File: src/rtl/core/mswd_pkg.sv
package mswd_pkg;

  // Number of switches polled through the block and the index width they need.
  localparam int NUM_SWITCHES = 8;
  localparam int SW_IDX_W = (NUM_SWITCHES > 1) ? $clog2(NUM_SWITCHES) : 1;

  // Field and counter widths.
  localparam int INDEX_W = 8;
  localparam int CNT_W = 16;

  // Debounce threshold after reset.
  localparam logic [CNT_W-1:0] THRESHOLD_RESET = 16'd20;

  // Per-switch debounce mode; the fourth code is never produced.
  typedef enum logic [1:0] {
    MODE_RELEASED = 2'd0,
    MODE_PRESSED  = 2'd1,
    MODE_BOUNCING = 2'd2
  } mode_t;

  // One poll request.
  typedef struct packed {
    logic [INDEX_W-1:0] switch_index;
    logic               pin_level;
  } req_t;

  // One reported result.
  typedef struct packed {
    logic is_pressed;
    logic index_error;
  } res_t;

endpackage

File: src/rtl/core/mswd_in_reg.sv
module mswd_in_reg (
  input  logic          clk,
  input  logic          rst,
  input  logic          in_valid,
  output logic          in_ready,
  input  mswd_pkg::req_t in_req,
  input  logic          advance,
  output logic          s1_valid,
  output mswd_pkg::req_t s1_req
);

  // The register takes a new request whenever it is empty or drains this cycle.
  assign in_ready = !s1_valid || advance;

  // Valid flag of the input register.
  always_ff @(posedge clk) begin
    if (rst) begin
      s1_valid <= 1'b0;
    end else if (in_ready) begin
      s1_valid <= in_valid;
    end
  end

  // Request payload.
  always_ff @(posedge clk) begin
    if (in_valid && in_ready) begin
      s1_req <= in_req;
    end
  end

endmodule

File: src/rtl/core/mswd_update.sv
module mswd_update (
  input  logic                         clk,
  input  logic                         rst,
  input  logic                         cfg_valid,
  input  logic [mswd_pkg::CNT_W-1:0]   cfg_data,
  input  logic                         fire,
  input  mswd_pkg::req_t               req,
  output mswd_pkg::res_t               res
);

  mswd_pkg::mode_t            mode [mswd_pkg::NUM_SWITCHES];
  logic [mswd_pkg::CNT_W-1:0] high_cnt [mswd_pkg::NUM_SWITCHES];
  logic [mswd_pkg::CNT_W-1:0] low_cnt [mswd_pkg::NUM_SWITCHES];
  logic [mswd_pkg::CNT_W-1:0] threshold;

  logic [mswd_pkg::SW_IDX_W-1:0] idx;
  logic                          err;
  mswd_pkg::mode_t               cur_mode;
  logic [mswd_pkg::CNT_W-1:0]    high_inc;
  logic [mswd_pkg::CNT_W-1:0]    low_inc;
  mswd_pkg::mode_t               mode_next;
  logic [mswd_pkg::CNT_W-1:0]    high_cnt_next;
  logic [mswd_pkg::CNT_W-1:0]    low_cnt_next;
  logic                          rep;

  // Threshold register, written from the configuration port.
  always_ff @(posedge clk) begin
    if (rst) begin
      threshold <= mswd_pkg::THRESHOLD_RESET;
    end else if (cfg_valid) begin
      threshold <= cfg_data;
    end
  end

  // Range check and lookup of the polled switch.
  assign err = req.switch_index >= mswd_pkg::INDEX_W'(mswd_pkg::NUM_SWITCHES);
  assign idx = req.switch_index[mswd_pkg::SW_IDX_W-1:0];
  assign cur_mode = mode[idx];
  assign high_inc = high_cnt[idx] + mswd_pkg::CNT_W'(1);
  assign low_inc = low_cnt[idx] + mswd_pkg::CNT_W'(1);

  // Next state of the polled switch and the level it reports.
  always_comb begin
    mode_next = cur_mode;
    high_cnt_next = high_cnt[idx];
    low_cnt_next = low_cnt[idx];
    rep = 1'b0;
    case (cur_mode)
      mswd_pkg::MODE_RELEASED: begin
        if (req.pin_level) begin
          mode_next = mswd_pkg::MODE_BOUNCING;
        end
        rep = 1'b0;
      end
      mswd_pkg::MODE_PRESSED: begin
        if (!req.pin_level) begin
          mode_next = mswd_pkg::MODE_BOUNCING;
        end
        rep = 1'b1;
      end
      default: begin
        // Bouncing: extend the run of the sampled level and clear the other.
        if (req.pin_level) begin
          high_cnt_next = high_inc;
          low_cnt_next = '0;
          if (high_inc > threshold) begin
            mode_next = mswd_pkg::MODE_PRESSED;
            rep = 1'b1;
          end else begin
            rep = 1'b0;
          end
        end else begin
          low_cnt_next = low_inc;
          high_cnt_next = '0;
          if (low_inc > threshold) begin
            mode_next = mswd_pkg::MODE_RELEASED;
            rep = 1'b0;
          end else begin
            rep = 1'b1;
          end
        end
      end
    endcase
  end

  // An out-of-range index reports released with the error flag.
  assign res.is_pressed = err ? 1'b0 : rep;
  assign res.index_error = err;

  // Per-switch state, updated when a valid in-range request is processed.
  always_ff @(posedge clk) begin
    if (rst) begin
      for (int i = 0; i < mswd_pkg::NUM_SWITCHES; i++) begin
        mode[i] <= mswd_pkg::MODE_RELEASED;
        high_cnt[i] <= '0;
        low_cnt[i] <= '0;
      end
    end else if (fire && !err) begin
      mode[idx] <= mode_next;
      high_cnt[idx] <= high_cnt_next;
      low_cnt[idx] <= low_cnt_next;
    end
  end

endmodule

File: src/rtl/core/mswd_out_reg.sv
module mswd_out_reg (
  input  logic           clk,
  input  logic           rst,
  input  logic           s1_valid,
  input  mswd_pkg::res_t res,
  output logic           advance,
  output logic           out_valid,
  input  logic           out_ready,
  output mswd_pkg::res_t out_res
);

  // The result register loads when it is empty or its result is taken.
  assign advance = !out_valid || out_ready;

  // Valid flag of the result register.
  always_ff @(posedge clk) begin
    if (rst) begin
      out_valid <= 1'b0;
    end else if (advance) begin
      out_valid <= s1_valid;
    end
  end

  // Result payload.
  always_ff @(posedge clk) begin
    if (s1_valid && advance) begin
      out_res <= res;
    end
  end

endmodule

File: src/rtl/core/multi_switch_debouncer.sv
// Debouncer for a bank of switches polled one request at a time. Each request
// names a switch and its sampled pin level; the block answers every request
// with one result carrying the debounced level, or an error flag when the
// index is beyond the switch count. A request is taken every cycle while the
// pipeline is not stalled. It waits in the input register; as it advances, the
// per-switch state is read and written while the result register loads, so
// back-to-back requests to one switch see each other's updates. A stalled
// result holds the pipeline; the input is refused only while both registers
// are full. The threshold register is written via the always-ready config port;
// the user must do so only while no request is in flight; it is not enforced.
module multi_switch_debouncer (
  input  logic                       clk,
  input  logic                       rst,
  input  logic                       in_valid,
  output logic                       in_ready,
  input  logic [mswd_pkg::INDEX_W-1:0] switch_index,
  input  logic                       pin_level,
  output logic                       out_valid,
  input  logic                       out_ready,
  output logic                       is_pressed,
  output logic                       index_error,
  input  logic                       cfg_valid,
  output logic                       cfg_ready,
  input  logic [mswd_pkg::CNT_W-1:0] debounce_threshold
);

  mswd_pkg::req_t in_req;
  mswd_pkg::req_t s1_req;
  mswd_pkg::res_t res;
  mswd_pkg::res_t out_res;
  logic           s1_valid;
  logic           advance;

  // Configuration writes are always accepted.
  assign cfg_ready = 1'b1;

  assign in_req.switch_index = switch_index;
  assign in_req.pin_level = pin_level;

  // Input register.
  mswd_in_reg u_in_reg (
    .clk      (clk),
    .rst      (rst),
    .in_valid (in_valid),
    .in_ready (in_ready),
    .in_req   (in_req),
    .advance  (advance),
    .s1_valid (s1_valid),
    .s1_req   (s1_req)
  );

  // Per-switch state and update logic.
  mswd_update u_update (
    .clk       (clk),
    .rst       (rst),
    .cfg_valid (cfg_valid),
    .cfg_data  (debounce_threshold),
    .fire      (s1_valid && advance),
    .req       (s1_req),
    .res       (res)
  );

  // Result register.
  mswd_out_reg u_out_reg (
    .clk       (clk),
    .rst       (rst),
    .s1_valid  (s1_valid),
    .res       (res),
    .advance   (advance),
    .out_valid (out_valid),
    .out_ready (out_ready),
    .out_res   (out_res)
  );

  assign is_pressed = out_res.is_pressed;
  assign index_error = out_res.index_error;

endmodule

File: config.mk
export PLATFORM = sky130hd
export DESIGN_NAME = multi_switch_debouncer
export DESIGN_NICKNAME = d
export VERILOG_FILES = /design/src/rtl/core/mswd_pkg.sv /design/src/rtl/core/mswd_in_reg.sv /design/src/rtl/core/mswd_update.sv /design/src/rtl/core/mswd_out_reg.sv /design/src/rtl/core/multi_switch_debouncer.sv
export SDC_FILE = /design/constraint.sdc
export NUM_CORES = 1
export LEC_CHECK = 0
export ABC_AREA = 1
export BUFFER_PORTS_ARGS = -buffer_cell sky130_fd_sc_hd__buf_2
export CAP_MARGIN = 20
export CORE_ASPECT_RATIO = 0.5
export CORE_UTILIZATION = 36
export CTS_CLUSTER_SIZE = 24
export DETAILED_ROUTE_END_ITERATION = 8
export PLACE_DENSITY = 0.51
export SYNTH_ARGS = -nofsm -noshare
export SYNTH_HDL_FRONTEND = slang
export SYNTH_SLANG_ARGS = --single-unit
File: constraint.sdc
create_clock -name clk -period 9.5 [get_ports clk]
set_input_delay 1.425 -clock clk [delete_from_list [all_inputs] [get_ports clk]]
set_output_delay 1.425 -clock clk [all_outputs]
set_load 0.02 [all_outputs]
---- Word level (Yosys, flattened, before mapping) ----
Memories as Yosys holds them, arrays and structs flattened. A register that Yosys moved wholly into a read port is not among the register bits.
Cells that the tools add are included.
word-level totals
  register bits ........................... 29
  bits in latches ......................... 0
  memory bits (writable) .................. 272
  bits in read-only memories .............. 0
  output and inout port bits .............. 5
  word-level logic and storage cells ...... 60
  memories ................................ 3
operators by class
  $add $sub $neg .......................... 2
  multipliers ............................. 0
  div/mod/pow operators ................... 0
  magnitude comparators ................... 3
  eq/ne operators ......................... 1
  shift-type cells ........................ 0
  multiplexer cells ....................... 31
  bitwise operators ....................... 0
  reductions and logical operators ........ 13
memory list
  memory             depth  bits a word  rd ports  clocked after Yosys merged registers in  wr ports  line               text
  u_update.high_cnt  8      16           1         1                                        8         mswd_update.sv:12  logic [mswd_pkg::CNT_W-1:0] high_cnt [mswd_pkg::NUM_SWITCHES];
  u_update.low_cnt   8      16           1         1                                        8         mswd_update.sv:13  logic [mswd_pkg::CNT_W-1:0] low_cnt [mswd_pkg::NUM_SWITCHES];
  u_update.mode      8      2            1         1                                        8         mswd_update.sv:11  mswd_pkg::mode_t mode [mswd_pkg::NUM_SWITCHES];
operators with widths
  kind                                                                    count
  16-bit two-way mux                                                      6
  16-bit by 1-bit adder with 16-bit output (second input constant)        2
  16-bit greater-than comparator                                          2
  16-bit OR reduction                                                     2
  3-bit two-way mux                                                       6
  2-bit two-way mux                                                       6
  1-bit two-way mux                                                       11
  8-bit by 4-bit >= comparator with 1-bit output (second input constant)  1
  2-bit one-hot mux with 2 select lines                                   1
  2-bit OR reduction                                                      2
  1-bit logical AND                                                       3
  1-bit zero test                                                         3
  2-bit by 1-bit equality test with 1-bit output (second input constant)  1
  2-bit zero test                                                         1
  1-bit logical OR                                                        2
  1-bit one-hot mux with 2 select lines                                   1

---- Depth between registers and ports, before layout ----
  depth in word-level cells ............... 9
  gate-level depth with buffers ........... 26

---- By module ----
From an unflattened synthesis, not the netlist that was laid out.
second synthesis, totals
  cells, all modules ...................... 1812
  area total of the unflattened synthesis .. 15740.1 um^2
by module, submodules not included
  module                  times used  cells an instance  area an instance (um^2)
  mswd_update             1           1785               15295.9
  mswd_in_reg             1           15                 317.8
  mswd_out_reg            1           8                  107.6
  multi_switch_debouncer  1           4                  18.8

---- Worst setup path after synthesis ----
Ideal clock, no wire load.
  kind .................................... input -> register
  start point ............................. in out_ready
  end point ............................... mem u_update.high_cnt[2][0] (netlist bit), enable pin
  library setup time ...................... 0.392 ns
  arrival time ............................ 3.210 ns
  required time ........................... 9.108 ns
  setup slack ............................. 5.899 ns
  cell stages on the path ................. 11
  cell sequence ........................... inv_1 > nand2_1 > nand2_1 > nor3_1 > inv_1 > nor2_1 > inv_1 > nor2_1 > clkinv_1 > clkbuf_1 > nand2_1
RTL lines
  element          line                          text
  start, declared  multi_switch_debouncer.sv:19  input logic out_ready,
  end, declared    mswd_update.sv:12

==> metrics.sh <==
RUN_STATUS='completed'
AVGROUTEDWIREPERCELL_MICRONS=20.0
CPMOSTUSEDCELL='nand2_1'
SYN_TO_FINAL_GROWTH_PCT=10.4
SYNTHFLOPTYPE='edfxtp_1'
MAPPEDNETLISTAREA_SQ_UM=16300
PLACER_S_FINAL_ROUTABILITY_CONGESTION_ESTIMATE=0.878
FILLER_CELL_COUNT=4485
FINAL.MIN_CLOCK_PERIOD_NS=5.16
FINALSETUPVIOLCOUNT=0
TIMING.SETUP.CRITICAL_PATH_CLASS='reg -> reg'
TRACK_USAGE_PCT=22.1
LEAKAGEPOWER_nW=7.63
YS_WARN_COUNT=0
GRT_PASS1_VIAS=12088
HOLD_PATH.STARTPOINT='u_out_reg.out_valid$_SDFFE_PP0P_'
SYN_INST=1913
DRTPASS1ITERATIONS=5
WORST_EP_REQUIRED_TIME_NS=9.78
PLACE.PORT_BUFFERS=33
DIE_AREA_SQ_UM=46300
CTSROOTBUFFERMASTER='clkbuf_16'
CTS_BUFFERS=34
OVERFLOW=0
ANTENNA_VIOLATING_NETS_POST_ROUTE=0
FP.DIEW_MICRONS=303
INITIALDRTVIOLATIONCOUNT=1201
TIMING.CRITICAL_PATH.BUF_INV=3
IO_PINS=35
WORST_SKEW_PAIR_LATENCY_NS=0.53
SYNTH_LARGEST_AREA_CELL='edfxtp_1'
CRITICAL_PATH.MAX_STAGE_DELAY_NS=0.85
CRITPATHSLOWESTCELL='buf_4'
SETUP_REPAIR_AFTER_GLOBAL_ROUTING_MISSED_ITS_MARGIN='false'
WORSTPATHCELLLIST='inv_4 -> buf_4 -> nand2_1 -> nand2_1 -> nand2_1 -> nand2_1 -> nand2_1 -> nand2_1 -> ha_1 -> nand3_2 -> nor2_2 -> nand2_1 -> and2_1 -> ha_1 -> nand4_1 -> nor2_1 -> nand2_1 -> nand2_1 -> nand2_1 -> nand2_1 -> nand4_2 -> nand2_1 -> inv_1'
SYNTH_COMMONEST_CELLS='nand2_1, edfxtp_1, inv_1'
VIA_COUNT=12736
DRC_ERRORS=0
ENDPOINT_KIND='flop'
FP.COREAREA_SQ_UM=44200
ANTENNA_VIOLATIONS_BEFORE_REPAIR=0
TRITONCTS_NUM_SINKS=304
POWER_DENSITY_nW_PER_UM2=188
WORST-ENDPOINT-ARRIVAL_NS=5.44
CTS_HOLD_BUF=0
SYNTH.FF_LATCH_COUNT=304
WORST_PIN_SLEW_NS=1.19
HPWL_MICRONS=28900
WORST_SLACK_PLACED_NS=4.41
POST-SYNTH-TOP-COUNT-CELL='nand2_1'
WORSTSETUPSTARTPOINTTYPE='flop'
IR_DROP_mV=0.0942
INSERTEDDIODECOUNT=0
SYN-NUM-NETS=1977
FINAL_MIN_PERIOD_OVER_CLOCK_PERIOD_PCT=54.4
FMAX_GHz=0.194
VIAS_PER_CELL=5.03
TIMING.MAX_CAP.VIOLATIONS=0
POST_SYNTH_MAIN_AREA_CONTRIBUTORS='edfxtp_1, nand2_1, inv_1'
FINAL_LAYOUT_SIZE_SUFFIX_GT1_SHARE_PCT=9.17
SYN_AVG_CELL_AREA_SQ_UM=8.55
CLOCK_SKEW_NS=0.0228
CHIPHEIGHT_MICRONS=153
MIN_PATH_TYPE='reg -> reg'
SEQ_AREA_FRAC_SYNTH_PCT=54.6
FINAL_CRITICAL_PATH_SETUP_SLACK_NS=4.34
SYNTH_LARGEST_TYPE_AREA_FRACTION_PCT=52.0
CTS_RESIZED=0
TOTALNEGATIVESETUPSLACK_NS=0
MAX-SLEW-MARGIN-REL_PCT=20.1
DELAY_HEAVIEST_FAMILY_CP='simple AND/OR/NAND/NOR gates'
GRT_FIRST_PASS_WIRELENGTH_MICRONS=76400
TOTAL_COUNT_OF_MAX_TRANSITION_VIOLATIONS_IN_THE_FINAL_REPORT=0
CTS_TREE='done'
SYNTH-ASYNC-RESET-RATIO_PCT=0
PATH_MAX_FANOUT=78
GRT_START_MAX_NET_PINS=79
POST_CTS_SETUP_DRIVEN_BUFFER_INSERTION_COUNT=0
INITIAL_CORE_UTIL_PCT=37.0
H_TREE_DEPTH=2
TIMING.FINAL.HOLD_VIOLATIONS=0
SYNTH_EDF_COUNT=283
MAX-CLOCK-PATH-BUFFERS=3
NNETSFINAL=1983
YOSYS.CELL_TYPES.COUNT=34
CORE.ROWCOUNT=54
DETAIL_ROUTE.WIRELENGTH_MICRONS=50500
CLK_TRANSITION_REPORTED_PATHS_NS=0.06
==> path summary, 6_finish.rpt <==
kind              slack, ns  cells after the start                                 to
setup / recovery       4.34                     23  u_update.mode[3][1]$_SDFFCE_PN0P_
setup reg to reg       4.34                     23  u_update.mode[3][1]$_SDFFCE_PN0P_
hold reg to reg        0.51                      2   u_out_reg.out_valid$_SDFFE_PP0P_
hold / removal         0.51                      2   u_out_reg.out_valid$_SDFFE_PP0P_
==> per-stage QoR <==
| step | total power, mW | hold slack [ns] | instance area, sq um | util [%] | std cells |
|---|---|---|---|---|---|
| floorplan | 1.95 | 0.460 | 16300 | - | 1913 |
| global placement | 2.13 | 0.498 | 17000 | 38.4 | 2471 |
| detailed placement | 2.13 | 0.507 | 17000 | 38.4 | 2471 |
| CTS | 3.41 | 0.515 | 18000 | 40.8 | 2530 |
| global route | 3.54 | 0.546 | 18000 | 40.8 | 2530 |
| finish | 3.39 | 0.513 | 18000 | 40.8 | 2530 |
==> worst register-to-register path: stages, from the launching register on <==
cell and delay, ns:
dfxtp_4 0.54, inv_4 0.61, buf_4 0.85, nand2_1 0.17, nand2_1 0.09, nand2_1 0.05
nand2_1 0.07, nand2_1 0.05, nand2_1 0.19, ha_1 0.24, nand3_2 0.17, nor2_2 0.23
nand2_1 0.11, and2_1 0.20, ha_1 0.30, nand4_1 0.10, nor2_1 0.15, nand2_1 0.07
nand2_1 0.08, nand2_1 0.05, nand2_1 0.12, nand4_2 0.27, nand2_1 0.15, inv_1 0.05
==> layout make-up <==
type | instances | area [sq um] | area share, %
Clock buffer | 48 | 975 | 5.40
Inverter | 284 | 1070 | 5.92
Tap cell | 588 | 736 | 4.08
Timing Repair Buffer | 57 | 345 | 1.91
Clock inverter | 11 | 83.8 | 0.465
Sequential cell | 304 | 8920 | 49.5
Multi-Input combinational cell | 1238 | 5910 | 32.8
==> registers in the layout, summed over array words and instances (netlist names), named ones only <==
| signal | flops |
|---|---|
| u_update.high_cnt | 128 |
| u_update.low_cnt | 128 |
| u_update.threshold | 16 |
| u_out_reg.out_valid | 1 |
| u_update.mode | 16 |
| u_in_reg.s1_req | 9 |
| u_in_reg.s1_valid | 1 |
| u_out_reg.out_res | 2 |
==> cell families after synthesis <==
family,Yosys count,share of synthesized area (%)
buf+inv,371,9.41
flops,304,54.6
fa+ha+maj,34,2.60
simple gates,940,24.6
compound gates,253,8.11
other cells,1,0.0229
xor+xnor,10,0.719
==> metal layers <==
metal / vias up / GRT usage, % / part of all wire [%]
li1: 6225 / - / -
met1: 6113 / 32.5 / 47
met2: 357 / 34.8 / 45
met3: 41 / 3.41 / 6.2
met4: 0 / 3.17 / 1.2
met5: - / 0 / 0
==> where the power goes <==
group / leakage, nW / switching, mW / internal [mW]
sequential: 3.09 / 0.0223 / 1.51
combinational: 4.02 / 0.428 / 0.145
clock: 0.524 / 0.550 / 0.743
total: 7.63 / 1.00 / 2.39
==> layout by cell type (no fill, tap or decap), types with 2 or more instances in the layout <==
master	synthesis	final
nand2_1	508	500
edfxtp_1	283	283
inv_1	265	265
nor2_1	190	190
a21oi_1	184	184
nand3_1	170	170
o21ai_0	44	44
clkbuf_16	0	35
ha_1	34	34
buf_2	27	33
buf_4	14	24
nand2_2	11	19
and2_1	19	19
nand3_2	18	18
dfxtp_1	21	18
clkinv_1	9	12
inv_2	10	9
o21ai_1	8	8
clkbuf_1	38	8
nand4_1	7	7
nor2_2	6	6
nor2_4	5	5
o22ai_1	5	5
clkbuf_8	0	5
clkinv_2	0	5
xor2_1	4	4
nor3_1	4	4
xor2_2	4	4
a22oi_2	4	4
o211ai_1	3	3
o21ai_2	3	3
xnor2_1	2	2
a21o_1	2	2
dfxtp_2	0	2
(Power assumes the default switching activity.)
